## config.mk

```make
export PLATFORM = sky130hd
export DESIGN_NAME = tbc_ctrl
export DESIGN_NICKNAME = d
export VERILOG_FILES = /design/src/tbc_pkg.sv /design/src/tbc_ctrl.sv
export SDC_FILE = /design/constraint.sdc
export NUM_CORES = 1
export LEC_CHECK = 0
export BUFFER_PORTS_ARGS = -buffer_cell sky130_fd_sc_hd__buf_2
export CAP_MARGIN = 5
export CORE_ASPECT_RATIO = 0.75
export CORE_UTILIZATION = 50
export DETAILED_ROUTE_END_ITERATION = 16
export GPL_TIMING_DRIVEN = 1
export HOLD_SLACK_MARGIN = 0.02
export PLACE_DENSITY = 0.73
export SETUP_SLACK_MARGIN = 0.4
export SYNTH_ARGS = -nofsm -noshare
export SYNTH_HDL_FRONTEND = slang
export SYNTH_SLANG_ARGS = --single-unit
```

## constraint.sdc

```tcl
create_clock -name i_clk -period 2.4 [get_ports i_clk]
set_clock_uncertainty 0.05 [all_clocks]
set_input_delay 0.12 -clock i_clk [delete_from_list [all_inputs] [get_ports i_clk]]
set_output_delay 0.12 -clock i_clk [all_outputs]
set_load 0.05 [all_outputs]
```

## src/tbc_pkg.sv

```systemverilog
`timescale 1ns / 1ps
// ----------------------------------------------------------------------------
// tbc_pkg
// Shared types and constants for the triangle barycentric coverage block.
// ----------------------------------------------------------------------------
package tbc_pkg;

    localparam int FRAC_BITS  = 16;
    localparam int PIXEL_BITS = 12;
    localparam int COEF_FRAC  = 32;
    localparam int VTX_W      = 32;
    localparam int SCALE_W    = 32;
    localparam int STATE_W    = 48;
    localparam int EDGE_W     = STATE_W + 1;
    localparam int MAG_W      = STATE_W;
    localparam int CHUNK_W    = MAG_W / 2;
    localparam int PP_W       = MAG_W + CHUNK_W;
    localparam int ACC_W      = 100;
    localparam int PROD_W     = VTX_W + SCALE_W;
    localparam int UNIT_SHIFT = SCALE_W - FRAC_BITS;
    localparam int DIV_W      = 2 * MAG_W + 1;
    localparam int NUM_SHIFT  = FRAC_BITS + COEF_FRAC;
    localparam int QUO_W      = STATE_W;
    localparam int CNT_W      = $clog2(QUO_W);
    localparam int WSHIFT     = COEF_FRAC + FRAC_BITS - 16;
    localparam int WCAP_W     = 41;
    localparam int WT_W       = WCAP_W + 1;
    localparam int WC_W       = WT_W + 2;
    localparam int OUT_WT_W   = 17;

    localparam logic [SCALE_W-1:0]  SCALE_RESET = 32'd65536;
    localparam logic [WC_W-1:0]     ONE_Q16     = 44'd65536;
    localparam logic [WCAP_W-1:0]   WEIGHT_CAP  = 41'h100_0000_0000;
    localparam logic [QUO_W-1:0]    COEF_MAX    = 48'h7FFF_FFFF_FFFF;
    localparam logic [PIXEL_BITS-1:0] PIX_MAX   = 12'hFFF;

    localparam logic ACT_LOAD    = 1'b0;
    localparam logic ACT_QUERY   = 1'b1;
    localparam logic KIND_BOX    = 1'b0;
    localparam logic KIND_WEIGHT = 1'b1;

    typedef struct packed {
        logic                     action;
        logic signed [VTX_W-1:0]  vertex_a_x;
        logic signed [VTX_W-1:0]  vertex_a_y;
        logic signed [VTX_W-1:0]  vertex_b_x;
        logic signed [VTX_W-1:0]  vertex_b_y;
        logic signed [VTX_W-1:0]  vertex_c_x;
        logic signed [VTX_W-1:0]  vertex_c_y;
        logic [PIXEL_BITS-1:0]    pixel_x;
        logic [PIXEL_BITS-1:0]    pixel_y;
    } t_in_item;

    typedef struct packed {
        logic                     result_kind;
        logic [PIXEL_BITS-1:0]    box_min_x;
        logic [PIXEL_BITS-1:0]    box_min_y;
        logic [PIXEL_BITS-1:0]    box_max_x;
        logic [PIXEL_BITS-1:0]    box_max_y;
        logic                     covered;
        logic [OUT_WT_W-1:0]      weight_a;
        logic [OUT_WT_W-1:0]      weight_b;
        logic [OUT_WT_W-1:0]      weight_c;
        logic                     flat;
    } t_out_item;

    typedef enum logic [3:0] {
        S_IDLE,
        S_MUL_LO,
        S_MUL_HI,
        S_MUL_WAIT,
        S_MUL_CAP,
        S_DIV_INIT,
        S_DIV_STEP,
        S_DIV_CAP,
        S_FINISH
    } t_state;

    typedef enum logic [3:0] {
        ST_UNIT_AX,
        ST_UNIT_AY,
        ST_UNIT_BX,
        ST_UNIT_BY,
        ST_UNIT_CX,
        ST_UNIT_CY,
        ST_DET_POS,
        ST_DET_NEG,
        ST_WA_X,
        ST_WA_Y,
        ST_WB_X,
        ST_WB_Y
    } t_step;

    typedef struct packed {
        logic       accept;
        logic       mul_lo;
        logic       mul_hi;
        logic       cap;
        logic       div_init;
        logic       div_step;
        logic       div_cap;
        logic       load_out;
        t_step      step;
        logic [1:0] div_idx;
    } t_cmd;

    typedef struct packed {
        logic flat;
        logic acc_zero;
    } t_status;

endpackage

```

## src/tbc_ctrl.sv

```systemverilog
`timescale 1ns / 1ps
// ----------------------------------------------------------------------------
// tbc_ctrl
// Sequencer: steps the shared multiplier, the divider and the output handoff.
// ----------------------------------------------------------------------------
module tbc_ctrl (
    input  logic             i_clk,
    input  logic             i_rst_n,
    input  logic             i_in_valid,
    input  logic             i_in_action,
    output logic             o_in_stall,
    output logic             o_out_valid,
    input  logic             i_out_stall,
    input  tbc_pkg::t_status i_status,
    output tbc_pkg::t_cmd    o_cmd
);
    import tbc_pkg::*;

    t_state            r_state, n_state;
    t_step             r_step, n_step;
    logic [CNT_W-1:0]  r_cnt, n_cnt;
    logic [1:0]        r_idx, n_idx;
    logic              r_out_valid, n_out_valid;
    logic              out_free;

    assign out_free    = !r_out_valid || !i_out_stall;
    assign o_in_stall  = (r_state != S_IDLE);
    assign o_out_valid = r_out_valid;

    always_ff @(posedge i_clk) begin
        if (!i_rst_n) begin
            r_state     <= S_IDLE;
            r_step      <= ST_UNIT_AX;
            r_cnt       <= '0;
            r_idx       <= '0;
            r_out_valid <= 1'b0;
        end else begin
            r_state     <= n_state;
            r_step      <= n_step;
            r_cnt       <= n_cnt;
            r_idx       <= n_idx;
            r_out_valid <= n_out_valid;
        end
    end

    always_comb begin
        n_state     = r_state;
        n_step      = r_step;
        n_cnt       = r_cnt;
        n_idx       = r_idx;
        n_out_valid = r_out_valid && i_out_stall;
        o_cmd       = '0;
        o_cmd.step    = r_step;
        o_cmd.div_idx = r_idx;
        unique case (r_state)
            S_IDLE: begin
                if (i_in_valid) begin
                    o_cmd.accept = 1'b1;
                    if (i_in_action == ACT_QUERY) begin
                        // a flat triangle answers without any arithmetic
                        n_state = i_status.flat ? S_FINISH : S_MUL_LO;
                        n_step  = ST_WA_X;
                    end else begin
                        n_state = S_MUL_LO;
                        n_step  = ST_UNIT_AX;
                    end
                end
            end
            S_MUL_LO: begin
                o_cmd.mul_lo = 1'b1;
                n_state      = S_MUL_HI;
            end
            S_MUL_HI: begin
                o_cmd.mul_hi = 1'b1;
                if (r_step == ST_DET_POS || r_step == ST_WA_X || r_step == ST_WB_X) begin
                    n_step  = t_step'(r_step + 4'd1);
                    n_state = S_MUL_LO;
                end else begin
                    n_state = S_MUL_WAIT;
                end
            end
            S_MUL_WAIT: begin
                n_state = S_MUL_CAP;
            end
            S_MUL_CAP: begin
                o_cmd.cap = 1'b1;
                if (r_step == ST_DET_NEG) begin
                    n_idx   = '0;
                    n_state = i_status.acc_zero ? S_FINISH : S_DIV_INIT;
                end else if (r_step == ST_WB_Y) begin
                    n_state = S_FINISH;
                end else begin
                    n_step  = t_step'(r_step + 4'd1);
                    n_state = S_MUL_LO;
                end
            end
            S_DIV_INIT: begin
                o_cmd.div_init = 1'b1;
                n_cnt          = '0;
                n_state        = S_DIV_STEP;
            end
            S_DIV_STEP: begin
                o_cmd.div_step = 1'b1;
                if (r_cnt == CNT_W'(QUO_W - 1)) begin
                    n_state = S_DIV_CAP;
                end else begin
                    n_cnt = r_cnt + 1'b1;
                end
            end
            S_DIV_CAP: begin
                o_cmd.div_cap = 1'b1;
                if (r_idx == 2'd3) begin
                    n_state = S_FINISH;
                end else begin
                    n_idx   = r_idx + 1'b1;
                    n_state = S_DIV_INIT;
                end
            end
            S_FINISH: begin
                if (out_free) begin
                    o_cmd.load_out = 1'b1;
                    n_out_valid    = 1'b1;
                    n_state        = S_IDLE;
                end
            end
            default: begin
                n_state = S_IDLE;
            end
        endcase
    end

endmodule

```

==> results.sh <==
export IMPL_status="finished, final reports clean"
export IMPL_drt_iter0_drc=57
export IMPL_sw_frac_of_total_pct=39.57
export IMPL_r2r_cells=6
export IMPL_clk_pin_slew_ns=0.10
export IMPL_synth_top_cell_by_area="dfxtp_1"
export IMPL_htreeDepth=1
export IMPL_viasPerCell=5.984
export IMPL_period_share_pct=78.42
export IMPL_clk_path_buf_depth=2
export IMPL_num_fill_cells=184
export IMPL_use_met2_pct=35.17
export IMPL_wirelength_mm=2.715
export IMPL_crit_reg2reg_launch="r_step[0]"
export IMPL_syn_avg_cell_area_um2=8.596
export IMPL_io_pins=23
export IMPL_worstHoldPathType="in2reg"
export IMPL_synth_edff_count=0
export IMPL_p_clk_share_pct=21.3
export IMPL_critPathRequiredTime_ns=2.23
export IMPL_use_met1_pct=31.34
export IMPL_tightest_slew_ns=0.4959
export IMPL_seq_area_um2=346.6
export IMPL_synth_top_flop_cell="dfxtp_1"
export IMPL_antenna_left=0
export IMPL_grt_use_total_pct=22.98
export IMPL_synth_area_mm2=0.001195
export IMPL_postCtsSetupBuffers=0
export IMPL_setup_viol=0
export IMPL_die_width_um=58.45
export IMPL_pre_cts_ws_ns=0.4165
export IMPL_syn_nets=151
export IMPL_power_density_mw_per_mm2=539.5
export IMPL_gr_usage_met3_pct=6.433
export IMPL_cts_sinks=17
export IMPL_async_flop_share_pct=0
export IMPL_rows=14
export IMPL_endpoint="o_cmd[9]"
export IMPL_p_comb_share_pct=31.9
export IMPL_clk_latency_ns=0.29
export IMPL_antenna_cells=0
export IMPL_final_cells=190
export IMPL_arrival_ns=1.71
export IMPL_grt_ovfl_total=0
export IMPL_antenna_found_initial=0
export IMPL_maxCapViolCount=0
export IMPL_busiest_layer="met2"
export IMPL_max_slew_margin_rel_pct=66.72
export IMPL_routedWlPerCell_um=14.29
export IMPL_grt_setup_unrepaired="false"
export IMPL_synth_top_area_share_pct=28.48
export IMPL_fin_crit_ns=1.882
export IMPL_r2r_end="r_step[2]"
export IMPL_syn_to_final_growth_pct=14.24
export IMPL_design_area_mm2=0.001365
export IMPL_fmax_ghz=0.5313
export IMPL_place_hpwl_mm=1.950
export IMPL_holdBufCountCts=0
export IMPL_crit_start="r_state[0]"
export IMPL_cts_buffers=3
export IMPL_fin_nets=171
export IMPL_multi_input_area_um2=812.0
export IMPL_p_leak_uw=0.0005438
export IMPL_place_area_mm2=0.001329
export IMPL_synth_cell_types=52
export IMPL_place_congestion=0.8704
export IMPL_fin_setup_tns_ns=0
export IMPL_reg2reg_slack_ns=0.58
export IMPL_dp_cells=186
export IMPL_hold_slack_ns=0.05701
export IMPL_timing_final_ws_setup_ns=0.5178
export IMPL_drcViolationCount=0
export IMPL_die_area_mm2=0.002591
export IMPL_intPower_uw=445.1
export IMPL_p_sw_uw=291.4
export IMPL_die_h_um=44.34
export IMPL_end_kind="primary output"
export IMPL_design_core_area_mm2=0.002120
export IMPL_dr_pass1_iters=4
export IMPL_grt_pass1_vias=969
export IMPL_synthCells=139
export IMPL_grt_pass1_wl_mm=4.436
export IMPL_vias=1137
export IMPL_synth_seq_cells=17
export IMPL_cts_tree="yes"
export IMPL_cts_root_buf="clkbuf_4"
export IMPL_yosysMostFrequentCell="dfxtp_1"
export IMPL_cp_max_fo=18
export IMPL_peakVddDrop_mv=0.3631
export IMPL_initial_core_util_pct=56.38
export IMPL_crit_type="reg2out"
export IMPL_ys_seq_area_share_pct=28.48
export IMPL_finalMaxSlewViolations=0
export IMPL_yosys_top_cells_count="dfxtp_1, nand2_1, a21oi_1, nor2_1"
export IMPL_yosysWarnings=0
export IMPL_finalHoldViolCount=0
export IMPL_port_buffers=22
export IMPL_grt_max_degree=19
export IMPL_p_seq_share_pct=46.8
export IMPL_worst_setup_path_start_kind="flop"
export IMPL_synth_area_top_cells="dfxtp_1, ha_1, a21oi_1, nand2_1, nand3_1"
export IMPL_drive_gt1_share_pct=24.68
-- cell usage in the layout, fill, tap and decap left out, drive strengths merged, types with 2 or more instances in the layout --
| cell type | netlist | layout |
|---|---|---|
| clkbuf | 2 | 4 |
| nand2 | 11 | 11 |
| o21a | 2 | 2 |
| nand4 | 2 | 2 |
| o2111ai | 3 | 3 |
| nand3 | 7 | 7 |
| xnor2 | 2 | 2 |
| or4b | 2 | 2 |
| ha | 5 | 5 |
| nand2b | 3 | 3 |
| or3 | 2 | 2 |
| o31ai | 2 | 2 |
| o21ai | 3 | 3 |
| dfxtp | 17 | 17 |
| o211ai | 2 | 2 |
| a2111o | 3 | 3 |
| nor4 | 3 | 3 |
| mux2i | 2 | 2 |
| and2 | 4 | 4 |
| nand3b | 3 | 3 |
| inv | 7 | 7 |
| nor4b | 4 | 4 |
| a21oi | 9 | 9 |
| a211oi | 3 | 3 |
| o21bai | 2 | 2 |
| nor2 | 9 | 9 |
| buf | 5 | 22 |
| nor3 | 3 | 3 |
-- per-layer routing --
layer  vias up  part of all wire, %
li1        566                    -
met1       545                   52
met2        22                   44
met3         4                  3.6
met4         0                  1.1
met5         -                    0
-- cell families after synthesis --
group / share of synthesized area (%)
compound gates: 24.29
mux: 1.675
buf+inv: 5.969
fa+ha+maj: 5.236
simple gates: 32.15
flops: 28.48
xor+xnor: 2.199
-- worst max-delay path, stage by stage, from the launching register on --
cell and delay [ns]:
dfxtp_2 0.61, nand4bb_2 0.32, inv_1 0.19, buf_2 0.28
-- sequential cells by signal, indices dropped and copies added, names as in the netlist --
signal       flops
r_cnt            6
o_out_valid      1
r_idx            2
r_step           4
r_state          4
-- final cells by class --
type / instances / area share (%)
inverter: 8 / 2.200
multi-input combinational: 107 / 59.49
tap: 32 / 2.933
sequential: 17 / 25.39
timing repair buffer: 22 / 8.066
clock buffer: 4 / 1.925
-- power by group through the flow --
stage / clock [uW] / sequential (uW) / combinational (uW)
after floorplan: 0 / 336 / 199
after global placement: 0 / 345 / 229
after detailed placement: 0 / 347 / 232
after CTS: 163 / 343 / 234
after global routing: 174 / 349 / 252
final: 157 / 345 / 235
-- metrics by stage --
stage | util (%) | total power (uW)
2_1_floorplan | - | 534.9
3_3_place_gp | 62.69 | 574.2
3_5_place_dp | 62.69 | 578.9
4_1_cts | 64.34 | 740.0
5_1_grt | 64.40 | 774.8
6_report | 64.40 | 736.5
-- worst min-delay path by stage --
stage                      startpoint     endpoint  slack, ns  cells past startpoint
after floorplan           i_out_stall  o_out_valid       0.23                      2
after global placement    i_out_stall  o_out_valid       0.36                      3
after detailed placement  i_out_stall  o_out_valid       0.38                      3
after CTS                 i_out_stall  o_out_valid       0.05                      3
after global routing      i_out_stall  o_out_valid       0.07                      3
final                     i_out_stall  o_out_valid       0.06                      3
-- what timing repair did --
action / CTS / global route
endpoints found under the setup margin: 3 / 2
gates resized for setup: 4 / 1
hold endpoints to repair: 0 / 0
No activity file was read; power rests on OpenSTA's default activity.
